File: config.mk
export PLATFORM = sky130hd
export DESIGN_NAME = bounded_deque_with_value_delete_core
export DESIGN_NICKNAME = d
export VERILOG_FILES = /design/src/bdq_pkg.sv /design/src/bounded_deque_with_value_delete_core.sv /design/src/bdq_ram.sv
export SDC_FILE = /design/constraint.sdc
export NUM_CORES = 1
export LEC_CHECK = 0
export CORE_MARGIN = 5
export CORE_UTILIZATION = 36
export DETAILED_ROUTE_END_ITERATION = 10
export DONT_BUFFER_PORTS = 1
export HOLD_SLACK_MARGIN = 0.05
export PLACE_DENSITY_LB_ADDON = 0.15
export REMOVE_ABC_BUFFERS = 1
export SYNTH_ARGS = -nofsm -noshare
export SYNTH_HDL_FRONTEND = slang
export SYNTH_HIERARCHICAL = 1
export SYNTH_SLANG_ARGS = --single-unit
File: constraint.sdc
create_clock -name clk -period 11.7 [get_ports clk]
set_clock_uncertainty 0.05 [all_clocks]
set_input_delay 2.34 -clock clk [delete_from_list [all_inputs] [get_ports clk]]
set_output_delay 2.34 -clock clk [all_outputs]
set_load 0.01 [all_outputs]
File: src/bdq_pkg.sv
// shared types, constants and helpers for the bounded deque core
package bdq_pkg;

    // queue geometry
    localparam int DEPTH  = 16;
    localparam int IDX_W  = (DEPTH > 1) ? $clog2(DEPTH) : 1;
    localparam int CNT_W  = $clog2(DEPTH + 1);
    localparam int DATA_W = 32;

    // request kinds carried on s_tuser
    typedef enum logic [2:0] {
        KIND_PUSH_FRONT = 3'd0,
        KIND_PUSH_BACK  = 3'd1,
        KIND_POP_FRONT  = 3'd2,
        KIND_POP_BACK   = 3'd3,
        KIND_READ       = 3'd4,
        KIND_DELETE     = 3'd5,
        KIND_FOLD       = 3'd6,
        KIND_NONE       = 3'd7
    } kind_t;

    // result status codes
    typedef enum logic [2:0] {
        ST_OK       = 3'd0,
        ST_EMPTY    = 3'd1,
        ST_FULL     = 3'd2,
        ST_RANGE    = 3'd3,
        ST_NOTFOUND = 3'd4
    } status_t;

    // ring slot of base plus offset, both below DEPTH
    function automatic logic [IDX_W-1:0] slot_add(
        input logic [IDX_W-1:0] base,
        input logic [IDX_W-1:0] off
    );
        logic [IDX_W:0] sum;
        sum = {1'b0, base} + {1'b0, off};
        if (sum >= (IDX_W + 1)'(DEPTH))
        begin
            sum = sum - (IDX_W + 1)'(DEPTH);
        end
        return sum[IDX_W-1:0];
    endfunction

    // ring slot one before base
    function automatic logic [IDX_W-1:0] slot_dec(input logic [IDX_W-1:0] base);
        logic [IDX_W-1:0] res;
        if (base == '0)
        begin
            res = IDX_W'(DEPTH - 1);
        end
        else
        begin
            res = base - 1'b1;
        end
        return res;
    endfunction

endpackage

File: src/bounded_deque_with_value_delete_core.sv
// bounded double-ended queue of signed 32-bit values with value delete and fold
//
// One request at a time: s_tready is high only while the core is idle, and
// each request gives exactly one result on the m_ side. Push requests, the
// unused kind and rejected requests go from S_EXEC straight to S_RESP; pops
// and indexed reads that find an entry pass through S_FETCH, bound by the
// registered read of the entry ram. Delete-value and fold walk the held
// entries through the single ram read port, one entry per cycle. The fold is
// Horner's rule from the front (acc * 10 + entry, wrapping at 32 bits) on one
// shared shift-and-add unit. Delete compacts the survivors in place during the
// same walk. Entries are not cleared on reset; only data read from slots that
// hold entries is ever used.
module bounded_deque_with_value_delete_core (
    input  logic        clk,
    input  logic        rst_n,
    input  logic        s_tvalid,
    output logic        s_tready,
    input  logic [39:0] s_tdata,   // value[31:0], position[39:32]
    input  logic [2:0]  s_tuser,   // kind[2:0]
    output logic        m_tvalid,
    input  logic        m_tready,
    output logic [39:0] m_tdata    // data[31:0], status[34:32], occupancy[39:35]
);

    typedef enum logic [4:0] {
        S_IDLE  = 5'b00001,
        S_EXEC  = 5'b00010,
        S_FETCH = 5'b00100,
        S_WALK  = 5'b01000,
        S_RESP  = 5'b10000
    } state_t;

    state_t state_reg, state_next;

    bdq_pkg::kind_t                   kind_reg, kind_next;
    logic signed [bdq_pkg::DATA_W-1:0] value_reg, value_next;
    logic [7:0]                       position_reg, position_next;
    logic [bdq_pkg::IDX_W-1:0]        front_reg, front_next;
    logic [bdq_pkg::CNT_W-1:0]        count_reg, count_next;
    logic [bdq_pkg::CNT_W-1:0]        rd_cnt_reg, rd_cnt_next;
    logic [bdq_pkg::CNT_W-1:0]        wr_cnt_reg, wr_cnt_next;
    logic                             pend_reg, pend_next;
    logic [bdq_pkg::DATA_W-1:0]       data_reg, data_next;
    bdq_pkg::status_t                 status_reg, status_next;

    // ram ports
    logic                       ram_we;
    logic [bdq_pkg::IDX_W-1:0]  ram_waddr;
    logic [bdq_pkg::DATA_W-1:0] ram_wdata;
    logic [bdq_pkg::IDX_W-1:0]  ram_raddr;
    logic [bdq_pkg::DATA_W-1:0] ram_rdata;

    logic [bdq_pkg::DATA_W-1:0] fold_sum;
    logic                       full;
    logic                       empty;

    bdq_ram #(
        .WIDTH(bdq_pkg::DATA_W),
        .DEPTH(bdq_pkg::DEPTH)
    ) u_store (
        .clk  (clk),
        .we   (ram_we),
        .waddr(ram_waddr),
        .wdata(ram_wdata),
        .raddr(ram_raddr),
        .rdata(ram_rdata)
    );

    assign full  = (count_reg == bdq_pkg::CNT_W'(bdq_pkg::DEPTH));
    assign empty = (count_reg == '0);

    // shared shift-and-add unit: acc * 10 + entry
    assign fold_sum = (data_reg << 3) + (data_reg << 1) + ram_rdata;

    // handshake and result
    assign s_tready = (state_reg == S_IDLE);
    assign m_tvalid = (state_reg == S_RESP);
    assign m_tdata  = {5'(count_reg), status_reg, data_reg};

    // sequencer
    always_comb
    begin
        state_next    = state_reg;
        kind_next     = kind_reg;
        value_next    = value_reg;
        position_next = position_reg;
        front_next    = front_reg;
        count_next    = count_reg;
        rd_cnt_next   = rd_cnt_reg;
        wr_cnt_next   = wr_cnt_reg;
        pend_next     = 1'b0;
        data_next     = data_reg;
        status_next   = status_reg;
        ram_we        = 1'b0;
        ram_waddr     = front_reg;
        ram_wdata     = value_reg;
        ram_raddr     = front_reg;

        unique case (state_reg)
            S_IDLE:
            begin
                if (s_tvalid)
                begin
                    kind_next     = bdq_pkg::kind_t'(s_tuser);
                    value_next    = s_tdata[31:0];
                    position_next = s_tdata[39:32];
                    data_next     = '0;
                    status_next   = bdq_pkg::ST_OK;
                    rd_cnt_next   = '0;
                    wr_cnt_next   = '0;
                    state_next    = S_EXEC;
                end
            end

            S_EXEC:
            begin
                state_next = S_RESP;
                case (kind_reg) inside
                    bdq_pkg::KIND_PUSH_FRONT:
                    begin
                        if (full)
                        begin
                            status_next = bdq_pkg::ST_FULL;
                        end
                        else
                        begin
                            front_next = bdq_pkg::slot_dec(front_reg);
                            ram_we     = 1'b1;
                            ram_waddr  = bdq_pkg::slot_dec(front_reg);
                            count_next = count_reg + 1'b1;
                        end
                    end
                    bdq_pkg::KIND_PUSH_BACK:
                    begin
                        if (full)
                        begin
                            status_next = bdq_pkg::ST_FULL;
                        end
                        else
                        begin
                            ram_we     = 1'b1;
                            ram_waddr  = bdq_pkg::slot_add(front_reg,
                                                           count_reg[bdq_pkg::IDX_W-1:0]);
                            count_next = count_reg + 1'b1;
                        end
                    end
                    bdq_pkg::KIND_POP_FRONT:
                    begin
                        if (empty)
                        begin
                            status_next = bdq_pkg::ST_EMPTY;
                        end
                        else
                        begin
                            ram_raddr  = front_reg;
                            front_next = bdq_pkg::slot_add(front_reg, bdq_pkg::IDX_W'(1));
                            count_next = count_reg - 1'b1;
                            state_next = S_FETCH;
                        end
                    end
                    bdq_pkg::KIND_POP_BACK:
                    begin
                        if (empty)
                        begin
                            status_next = bdq_pkg::ST_EMPTY;
                        end
                        else
                        begin
                            ram_raddr  = bdq_pkg::slot_add(front_reg,
                                             bdq_pkg::IDX_W'(count_reg - 1'b1));
                            count_next = count_reg - 1'b1;
                            state_next = S_FETCH;
                        end
                    end
                    bdq_pkg::KIND_READ:
                    begin
                        if (32'(position_reg) >= 32'(count_reg))
                        begin
                            status_next = bdq_pkg::ST_RANGE;
                        end
                        else
                        begin
                            ram_raddr  = bdq_pkg::slot_add(front_reg,
                                                           bdq_pkg::IDX_W'(position_reg));
                            state_next = S_FETCH;
                        end
                    end
                    bdq_pkg::KIND_DELETE, bdq_pkg::KIND_FOLD:
                    begin
                        state_next = S_WALK;
                    end
                    default:
                    begin
                        state_next = S_RESP;
                    end
                endcase
            end

            S_FETCH:
            begin
                data_next  = ram_rdata;
                state_next = S_RESP;
            end

            S_WALK:
            begin
                // issue the next entry read
                if (rd_cnt_reg < count_reg)
                begin
                    ram_raddr   = bdq_pkg::slot_add(front_reg,
                                                    rd_cnt_reg[bdq_pkg::IDX_W-1:0]);
                    rd_cnt_next = rd_cnt_reg + 1'b1;
                    pend_next   = 1'b1;
                end

                // consume the entry read last cycle
                if (pend_reg)
                begin
                    if (kind_reg == bdq_pkg::KIND_FOLD)
                    begin
                        data_next = fold_sum;
                    end
                    else if (ram_rdata != value_reg)
                    begin
                        ram_we      = 1'b1;
                        ram_waddr   = bdq_pkg::slot_add(front_reg,
                                                        wr_cnt_reg[bdq_pkg::IDX_W-1:0]);
                        ram_wdata   = ram_rdata;
                        wr_cnt_next = wr_cnt_reg + 1'b1;
                    end
                end

                // walk finished
                if ((rd_cnt_reg == count_reg) && !pend_reg)
                begin
                    state_next = S_RESP;
                    if (kind_reg == bdq_pkg::KIND_DELETE)
                    begin
                        if (wr_cnt_reg == count_reg)
                        begin
                            status_next = bdq_pkg::ST_NOTFOUND;
                        end
                        else
                        begin
                            count_next = wr_cnt_reg;
                        end
                    end
                end
            end

            S_RESP:
            begin
                if (m_tready)
                begin
                    state_next = S_IDLE;
                end
            end

            default:
            begin
                state_next = S_IDLE;
            end
        endcase
    end

    // control state
    always_ff @(posedge clk or negedge rst_n)
    begin
        if (!rst_n)
        begin
            state_reg  <= S_IDLE;
            kind_reg   <= bdq_pkg::KIND_NONE;
            front_reg  <= '0;
            count_reg  <= '0;
            rd_cnt_reg <= '0;
            wr_cnt_reg <= '0;
            pend_reg   <= 1'b0;
            status_reg <= bdq_pkg::ST_OK;
        end
        else
        begin
            state_reg  <= state_next;
            kind_reg   <= kind_next;
            front_reg  <= front_next;
            count_reg  <= count_next;
            rd_cnt_reg <= rd_cnt_next;
            wr_cnt_reg <= wr_cnt_next;
            pend_reg   <= pend_next;
            status_reg <= status_next;
        end
    end

    // payload registers
    always_ff @(posedge clk)
    begin
        value_reg    <= value_next;
        position_reg <= position_next;
        data_reg     <= data_next;
    end

endmodule

File: src/bdq_ram.sv
// generic single-write, single-read ram with registered read data
module bdq_ram #(
    parameter int WIDTH = 32,
    parameter int DEPTH = 16
) (
    input  logic                                    clk,
    input  logic                                    we,
    input  logic [((DEPTH > 1) ? $clog2(DEPTH) : 1)-1:0] waddr,
    input  logic [WIDTH-1:0]                        wdata,
    input  logic [((DEPTH > 1) ? $clog2(DEPTH) : 1)-1:0] raddr,
    output logic [WIDTH-1:0]                        rdata
);

    logic [WIDTH-1:0] mem [DEPTH];
    logic [WIDTH-1:0] rdata_reg;

    // write port
    always_ff @(posedge clk)
    begin
        if (we)
        begin
            mem[waddr] <= wdata;
        end
    end

    // registered read port
    always_ff @(posedge clk)
    begin
        rdata_reg <= mem[raddr];
    end

    assign rdata = rdata_reg;

endmodule

==> results of run 1 <==
[final cells by class]
cell class / instances / share of cell area
tap: 1040 / 0.0406
clock buffer: 112 / 0.0680
clock inverter: 25 / 0.0102
antenna: 1 / 0.0000781
inverter: 39 / 0.00457
sequential: 647 / 0.592
multi-input combinational: 909 / 0.277
timing repair buffer: 30 / 0.00742
[worst max-delay path: stages (launching register included)]
cell,delay [ps]
dfrtp_1,620
inv_1,220
ha_1,350
a21oi_1,110
o21ai_0,100
a31oi_1,430
nand3_1,360
inv_1,120
a22oi_1,80
nor2_1,130
a221o_4,490
buf_4,590
buf_4,780
mux4_2,620
a22oi_1,280
nand2_1,80
[power by group]
group	switching (mW)	leakage [nW]	internal, mW
combinational	2.41	3.35	1.65
clock	0.938	1.22	1.41
sequential	0.424	5.97	2.88
total	3.78	10.5	5.94
[cell usage in the layout, fill, tap and decap left out, types with 24 or more instances in the layout]
master | netlist | routed
edfxtp_1 | 584 | 584
mux4_2 | 128 | 128
nand2_1 | 117 | 117
clkbuf_16 | 0 | 76
a22oi_1 | 69 | 69
o21ai_0 | 65 | 65
xnor2_1 | 63 | 63
ha_1 | 63 | 63
a21oi_1 | 52 | 52
nor2_1 | 56 | 43
inv_1 | 38 | 37
fa_1 | 34 | 34
mux2_2 | 32 | 32
dfxtp_1 | 32 | 32
buf_4 | 9 | 29
dfrtp_1 | 27 | 27
xor2_1 | 24 | 24
[routing by layer]
layer | track usage | up-vias | wire length (microns)
li1 | - | 6707 | -
met2 | 0.320 | 464 | 38800
met4 | 0.0417 | 2 | 1670
met5 | 0 | - | 13
met1 | 0.259 | 8219 | 34300
met3 | 0.0391 | 117 | 4850
[worst paths after layout]
| kind | end | depth (start not counted) | slack, ps |
|---|---|---|---|
| max | u_store/rdata[21] | 15 | 6130 |
| min reg2reg | rd_cnt_reg[4] | 2 | 500 |
| min | rd_cnt_reg[4] | 2 | 500 |
| min in group asynchronous | state_reg[1] | 0 | 1370 |
| max reg2reg | u_store/rdata[21] | 15 | 6130 |
| max in group asynchronous | state_reg[0] | 0 | 10020 |
[metrics by stage]
stage                     total power [mW]  worst slack, ps   util  instance area (sq um)  hold slack, ps
after floorplan                       6.34             2450      -                  27800             457
after global placement                7.42             5960  0.381                  29500             491
after detailed placement              7.41             6020  0.381                  29500             501
after CTS                             9.80             6050  0.413                  32000             513
after global routing                  10.3             5660  0.413                  32000             532
final                                 9.71             6130  0.413                  32000             502
[kinds of logic after synthesis]
group           after synthesis  synth area share
buf+inv                     117            0.0175
compound gates              287            0.0672
fa+ha+maj                    97            0.0522
mux                         163             0.116
flops                       647             0.674
simple gates                275            0.0463
xor+xnor                     87            0.0271
==> reports/metrics.cfg, run 1 <==
[timing]
final_hold_viol_count=0
final-setup-viol-count=0
min_period_ps=5570
slew_viol_final=0
rsz0062_at_grt=no
final.setup.tns_ps=0
fmax_mhz=179
maxSlewHeadroom=0.287
tightest_slew_ps=1060
fin_crit_sh=0.476

[route]
drc=0
detail-route-antenna-nets=0
routed_wl_microns=79700
first_pass_iters=5
num_vias=15509
vias_per_cell=5.53
wire_per_inst_microns=28.4
first_iter_violations=1351

[place]
dp.final_hpwl_microns=48000
dp.cells=2665
portBuffers=0
gp_congestion=0.832

[yosys]
synth_cells=1673
synth.top_cells.by_area=edfxtp_1 62%, mux4_2 10%, ha_1 2.8%, fa_1 2.4%, dfrtp_1 2.4%
yosysMostFrequentCell=edfxtp_1
synth.avg_cell_area_sq_um=16.8
synthFlopType=edfxtp_1
synth_edf_count=584
synth_top_area_share=0.623
netlist_area_sq_mm=0.0281
synth.cells.most_frequent=584 x edfxtp_1, 128 x mux4_2, 117 x nand2_1
yosysSeqAreaShare=0.674
synth_top_cell_by_area=edfxtp_1
ys_ff_latch=647
yosysUniqueCellTypes=69
async_flop_share=0.0479
yosys_warnings=6

[global_route]
gr-total-overflow=0
antenna_found_initial=5
grt_pass1_vias=15911
grt_pass1_wl_microns=115000
grtUsageTotal=0.191
grt_max_degree=129

[critical_path]
required_ps=12150
crit_start=count_reg[2]
r2r-start=count_reg[2]
critPathCaptureType=flip-flop
startpoint_type=flip-flop
worstPathArrival_ps=6020
crit_fanout=39
crit_type=reg2reg

[cells_and_area]
largest_register_ffs=512
multi_input_area_sq_mm=0.00888
fin_nets=1845
drive_above_1_share=0.195
area_delta_synth_final_pct=13.8
seq_area_sq_mm=0.0190
layout.cells.non_filler=2803
regMostFlops=u_store/mem
fill_cells=6997

[worst_hold_path]
hp-class=reg2reg
worstHoldStart=rd_cnt_reg[4]

[floorplanning]
dieWidth_microns=290
core_sq_mm=0.0775
io_pins=89
die_h_microns=290
die_area_sq_mm=0.0839
initial_core_util=0.363
rows=102

[power_and_ir_drop]
powerDensity_mw_per_mm2=303
ir_drop_v=0.000174
p_leak_nw=10.5

[clock_tree]
cts_sinks=647
clk_pin_slew_ps=60
h-tree-depth=3
cts_resized=0
numCtsBuffers=74
worstSkewPairLatency_ps=630
post_cts_buffers=0
cts-hold-fix-buffers=0
cts_tree=built
cts_root_buffer=clkbuf_16
clk_path_buf_depth=3

[flow_run]
drv_cap=0

[outcome]
status=finished, final reports clean

Note: power is estimated with default switching activity, not from simulation.
==> inputs of run 2 (changes only) <==
--- a/config.mk
+++ b/config.mk
@@ -5,6 +5,7 @@
 export SDC_FILE = /design/constraint.sdc
 export NUM_CORES = 1
 export LEC_CHECK = 0
+export ABC_AREA = 1
 export CORE_MARGIN = 5
 export CORE_UTILIZATION = 36
 export DETAILED_ROUTE_END_ITERATION = 10
==> constraint.sdc (replaced) <==
create_clock -name clk -period 5.6 [get_ports clk]
set_clock_uncertainty 0.05 [all_clocks]
set_input_delay 1.12 -clock clk [delete_from_list [all_inputs] [get_ports clk]]
set_output_delay 1.12 -clock clk [all_outputs]
set_load 0.01 [all_outputs]
==> run 2 against run 1 <==
- sequential share of layout area down 6.3 points
- cell count grew 64%
- cell area increased by 12%
- synthesized area increased by 14%
- die area increased by 13%
- synthesized cell count rose by 100%
- critical path depth down 2
- non-clock buffer count is 28 higher
- utilization is 0.78 points lower
==> reports/metrics.cfg, run 2 <==
[cells_and_area]
fill_cells=8784
fin_util=0.406
area_delta_synth_final_pct=12.0
layout_common_cells=1078 x nand2_1, 584 x edfxtp_1, 536 x inv_1, 473 x nand3_1, 83 x nor2_1
drive_above_1_share=0.0651
largest_register_ffs=512
fin_nets=3522
regMostFlops=u_store/mem
layout_commonest_cell=nand2_1

[timing]
final_hold_viol_count=0
slew_viol_final=0
min_period_ps=4420
fmax_mhz=226
tightest_slew_ps=1210
fin_crit_sh=0.790
maxSlewHeadroom=0.188
final-setup-viol-count=0
rsz0062_at_grt=no

[yosys]
synthFlopType=edfxtp_1
netlist_area_sq_mm=0.0320
yosysUniqueCellTypes=53
synth.avg_cell_area_sq_um=9.49
synth.cells.most_frequent=1082 x nand2_1, 584 x edfxtp_1, 538 x inv_1
yosysMostFrequentCell=nand2_1
synth_top_cell_by_area=edfxtp_1
async_flop_share=0.0479
yosysSeqAreaShare=0.592
synth_edf_count=584
ys_ff_latch=647
synth_top_area_share=0.548
synth_cells=3371
synth.top_cells.by_area=edfxtp_1 55%, nand2_1 13%, nand3_1 7.4%, inv_1 6.3%, ha_1 2.5%
yosys_warnings=6

[power_and_ir_drop]
p_leak_nw=15.4
powerDensity_mw_per_mm2=668
total_power_mw=23.9
ir_drop_v=0.000495

[clock_tree]
clk_path_buf_depth=3
h-tree-depth=3
post_cts_buffers=0
cts_resized=0
cts_tree=built
cts_sinks=647
numCtsBuffers=75
cts_root_buffer=clkbuf_16
clk_pin_slew_ps=60
worstSkewPairLatency_ps=630
cts-hold-fix-buffers=0

[route]
first_pass_iters=6
routed_wl_microns=96800
first_iter_violations=1778
detail-route-antenna-nets=0
vias_per_cell=4.91
num_vias=22621
wire_per_inst_microns=21.0
drc=0

[critical_path]
r2r_cells=13
startpoint_type=flip-flop
cp_top_family=simple AND/OR/NAND/NOR gates
crit_fanout=90
crit_path_top_delay_cell=nor4_1
cpMostUsedCell=nand3_1
worstPathCellList=inv_1 -> ha_1 -> nor4_1 -> nand3_1 -> o211ai_1 -> nand2_4 -> inv_8 -> buf_12 -> nand2_1 -> nand3_1 -> nand3_1 -> nand3_1 -> nand2_1
worstPathArrival_ps=4870
max_stage_delay_ps=670
crit_type=reg2reg
reg2reg_setup_slack_ps=1180
r2r-start=count_reg[4]
crit_cells=13
path_buf_inv=3
required_ps=6040
r2r_end=u_store/rdata[29]
critPathCaptureType=flip-flop

[outcome]
status=finished, final reports clean

[global_route]
grtUsageTotal=0.202
antenna_found_initial=1
grt_pass1_wl_microns=145000
gr-total-overflow=0
grt_max_degree=160
grt_pass1_vias=21687

[place]
gp_congestion=0.920
dp.final_hpwl_microns=59100
portBuffers=0

[flow_run]
drv_cap=0

[floorplanning]
rows=109
initial_core_util=0.362
die_h_microns=308
core_sq_mm=0.0884
die_area_sq_mm=0.0950
io_pins=89
dieWidth_microns=308

[worst_hold_path]
hp-class=in2async

run 2: changes by cell type after synthesis, sizes merged, moves of 33 or more:
cell / change
a22oi: -69
inv: +509
nor2: +46
mux4: -128
nand3: +458
nand2: +973
buf: +79
xnor2: -33
run 2: power by group:
group | total, mW | internal, mW | switching (mW)
combinational | 12.2 | 3.68 | 8.50
clock | 4.82 | 2.79 | 2.02
sequential | 6.95 | 6.11 | 0.848
run 2: final cells by class:
| type | instances | area, sq um | share of cell area |
|---|---|---|---|
| flip-flops and latches | 647 | 19000 | 0.529 |
| diodes | 1 | 2.50 | 0.0000698 |
| repair buffers | 58 | 636 | 0.0177 |
| multi-input cells | 2048 | 10300 | 0.288 |
| well taps | 1165 | 1460 | 0.0407 |
| inverters | 548 | 2070 | 0.0577 |
| clock buffers | 102 | 1990 | 0.0554 |
| clock inverters | 37 | 413 | 0.0115 |
run 2: how the worst max path moves through the flow:
stage                  from                 to  slack (ps)
2_1_floorplan  state_reg[1]  u_store/rdata[30]       -3050
3_3_place_gp   count_reg[4]  u_store/rdata[30]        1110
3_5_place_dp   count_reg[4]  u_store/rdata[30]        1150
4_1_cts        count_reg[4]  u_store/rdata[29]        1130
5_1_grt        count_reg[4]  u_store/rdata[27]         860
6_report       count_reg[4]  u_store/rdata[29]        1180
run 2: metal layers:
metal,share of wire,vias up,track usage,routed length [microns]
met2,0.45,577,0.312,43200
met5,0,-,0,0
li1,-,10993,-,-
met1,0.46,10920,0.293,45000
met3,0.060,131,0.0319,5790
met4,0.029,0,0.0656,2800
run 2: cells by family (layout without fill, tap and decap cells):
group | Yosys count | count (layout) | share of synthesized area
AOI/OAI and AO/OA | 178 | 178 | 0.0303
xor gates and xnor gates | 48 | 48 | 0.0131
adders and majority gates | 97 | 97 | 0.0459
buffers and inverters | 676 | 745 | 0.0902
DFF | 647 | 647 | 0.592
other | 0 | 1 | 0
and+or+nand+nor | 1725 | 1725 | 0.228
run 2: metrics by stage:
| stage | std cells | area [sq um] | hold WS [ps] | worst slack [ps] | TNS (ps) |
|---|---|---|---|---|---|
| 5_1_grt | 4605 | 35900 | 112 | 859 | 0 |
| 6_report | 4606 | 35900 | 150 | 1180 | 0 |
| 4_1_cts | 4605 | 35900 | 95.5 | 1130 | 0 |
| 3_3_place_gp | 4466 | 33500 | 470 | 1110 | 0 |
| 2_1_floorplan | 3243 | 31200 | 446 | -3050 | -97340 |
| 3_5_place_dp | 4466 | 33500 | 478 | 1150 | 0 |
==> inputs of run 3 (changes only) <==
--- a/config.mk
+++ b/config.mk
@@ -5,7 +5,7 @@
 export SDC_FILE = /design/constraint.sdc
 export NUM_CORES = 1
 export LEC_CHECK = 0
-export ABC_AREA = 1
+export ABC_AREA = 0
 export CORE_MARGIN = 5
 export CORE_UTILIZATION = 36
 export DETAILED_ROUTE_END_ITERATION = 10
==> constraint.sdc (replaced) <==
create_clock -name clk -period 3.9 [get_ports clk]
set_clock_uncertainty 0.05 [all_clocks]
set_input_delay 0.78 -clock clk [delete_from_list [all_inputs] [get_ports clk]]
set_output_delay 0.78 -clock clk [all_outputs]
set_load 0.01 [all_outputs]
==> run 3 against run 2 <==
- worst hold slack better by 49 ps
- non-clock buffer count up 73
- highest routed layer is now met5
- combinational power increased by 8%
- clock power up 43%
- cell area decreased by 7.0%
- fmax up 18%
- sequential share of layout area up 4.0 points
- total power is 25% higher
==> reports/metrics.cfg, run 3 (same netlist as run 1, synthesis figures left out) <==
[cells_and_area]
area_delta_synth_final_pct=18.4
drive_above_1_share=0.247
layout_common_cells=584 x edfxtp_1, 128 x mux4_2, 117 x nand2_1, 87 x buf_4, 75 x clkbuf_16
multi_input_area_sq_mm=0.00896
fin_nets=1946
largest_register_ffs=512
layout_commonest_cell=edfxtp_1
seq_area_sq_mm=0.0190
regMostFlops=u_store/mem
fill_cells=6858

[clock_tree]
numCtsBuffers=74
cts_root_buffer=clkbuf_16
worstSkewPairLatency_ps=620
clk_path_buf_depth=3
h-tree-depth=3
post_cts_buffers=0
cts_sinks=647
cts_tree=built
clk_pin_slew_ps=60

[power_and_ir_drop]
combPwrFrac=0.441
powerDensity_mw_per_mm2=896
clockPowerShare=0.231
ir_drop_v=0.000489
p_int_mw=18.3
p_sw_mw=11.6
p_leak_nw=11.2
seq_power_share=0.328
p_sw_frac=0.388

[floorplanning]
dieWidth_microns=290
core_sq_mm=0.0775
rows=102
initial_core_util=0.363
die_area_sq_mm=0.0839
die_h_microns=290
io_pins=89

[route]
first_pass_iters=5
drc=0
routed_wl_microns=80500
num_vias=15837
vias_per_cell=5.45
wire_per_inst_microns=27.7
detail-route-antenna-nets=0
first_iter_violations=1084

[global_route]
gr-usage-met2=0.318
grt_pass1_vias=16422
use_met1=0.268
busiest_layer=met2
use_met3=0.0380
antenna_found_initial=9
gr-total-overflow=0
grt_max_degree=43
grt_pass1_wl_microns=117000
grtUsageTotal=0.192

[timing]
fmax_mhz=266
min_period_ps=3760
fin_crit_sh=0.965
maxSlewHeadroom=0.253
final.setup.tns_ps=0
slew_viol_final=0
tightest_slew_ps=1120
holdWs_ps=199
final-setup-viol-count=0
final_hold_viol_count=0

[place]
portBuffers=0
dp.final_hpwl_microns=54300
gp_congestion=0.902

[critical_path]
required_ps=4130
crit_type=reg2reg
worstPathCellList=xnor2_2 -> nand4_1 -> nor4_1 -> nand2_1 -> and4_2 -> buf_4 -> nor2_1 -> inv_1 -> o21ai_0 -> buf_4 -> nand2b_1 -> buf_4 -> nor2_4 -> buf_12
cpMostUsedCell=buf_4
path_buf_inv=5
cp_top_family=simple AND/OR/NAND/NOR gates
critPathCaptureType=flip-flop
max_stage_delay_ps=460
worstPathArrival_ps=3990
crit_path_top_delay_cell=edfxtp_1
startpoint_type=flip-flop
crit_fanout=22

[flow_run]
drv_cap=0

[outcome]
status=finished, final reports clean

[worst_hold_path]
hp-class=in2reg

-- run 3: changes by cell type in the layout (fill, tap and decap cells not counted), sizes merged, moves of 9 or more --
cell	before	now
nand2	1090	117
inv	549	42
nand3	476	18
mux4	0	128
buf	58	130
a22oi	0	69
nor2	103	57
xnor2	30	63
mux2	0	32
a21o	2	19
a21oi	66	52
o21ai	79	68
a31oi	6	15
-- run 3: path summary, 6_finish.rpt --
check / start / to / depth (start not counted) / slack, ps
max: value_reg[23] / u_store/mem[14][26] / 14 / 140
min: s_tdata[10] / value_reg[10] / 0 / 200
max reg2reg: value_reg[23] / u_store/mem[14][26] / 14 / 140
min reg2reg: rd_cnt_reg[4] / rd_cnt_reg[4] / 2 / 510
max in group asynchronous: rst_n / kind_reg[2] / 2 / 2990
min in group asynchronous: rst_n / state_reg[4] / 2 / 560
-- run 3: layout make-up --
cell class,instances,share of cell area
Inverter,39,0.00439
Sequential cell,647,0.569
Antenna cell,4,0.000300
Timing Repair Buffer,131,0.0457
Clock inverter,41,0.0124
Tap cell,1040,0.0390
Multi-Input combinational cell,909,0.269
Clock buffer,94,0.0605
-- run 3: repair_timing --
| action | in CTS | in global routing |
|---|---|---|
| gates resized for setup | 3 | 10 |
| hold buffers | 2 | 0 |
| endpoints found under the hold margin | 31 | 0 |
| endpoints found under the setup margin | 347 | 256 |
| pin swaps | 0 | 1 |
-- run 3: layer usage --
layer,wire length (microns),share of wire
met3,4310,0.053
met1,35700,0.44
met2,39000,0.48
met4,1520,0.019
met5,13,0.00016
-- run 3: through the flow --
| step | cells | cell area, sq um | setup WS [ps] | power (mW) | util |
|---|---|---|---|---|---|
| after floorplan | 1595 | 27800 | -5350 | 18.7 | - |
| after global placement | 2764 | 30800 | -34.1 | 23.0 | 0.397 |
| after detailed placement | 2764 | 30800 | -86.7 | 23.0 | 0.397 |
| after CTS | 2901 | 33300 | 55.1 | 30.1 | 0.429 |
| after global routing | 2901 | 33300 | -1.59 | 31.7 | 0.430 |
| final | 2905 | 33300 | 138 | 29.9 | 0.430 |
-- run 3: power by group through the flow --
stage / logic [mW] / clock network, mW / registers, mW
after floorplan: 9.19 / 0 / 9.49
after global placement: 13.0 / 0 / 9.96
after detailed placement: 13.1 / 0 / 9.95
after CTS: 13.2 / 7.07 / 9.82
after global routing: 14.4 / 7.34 / 9.90
final: 13.2 / 6.89 / 9.80
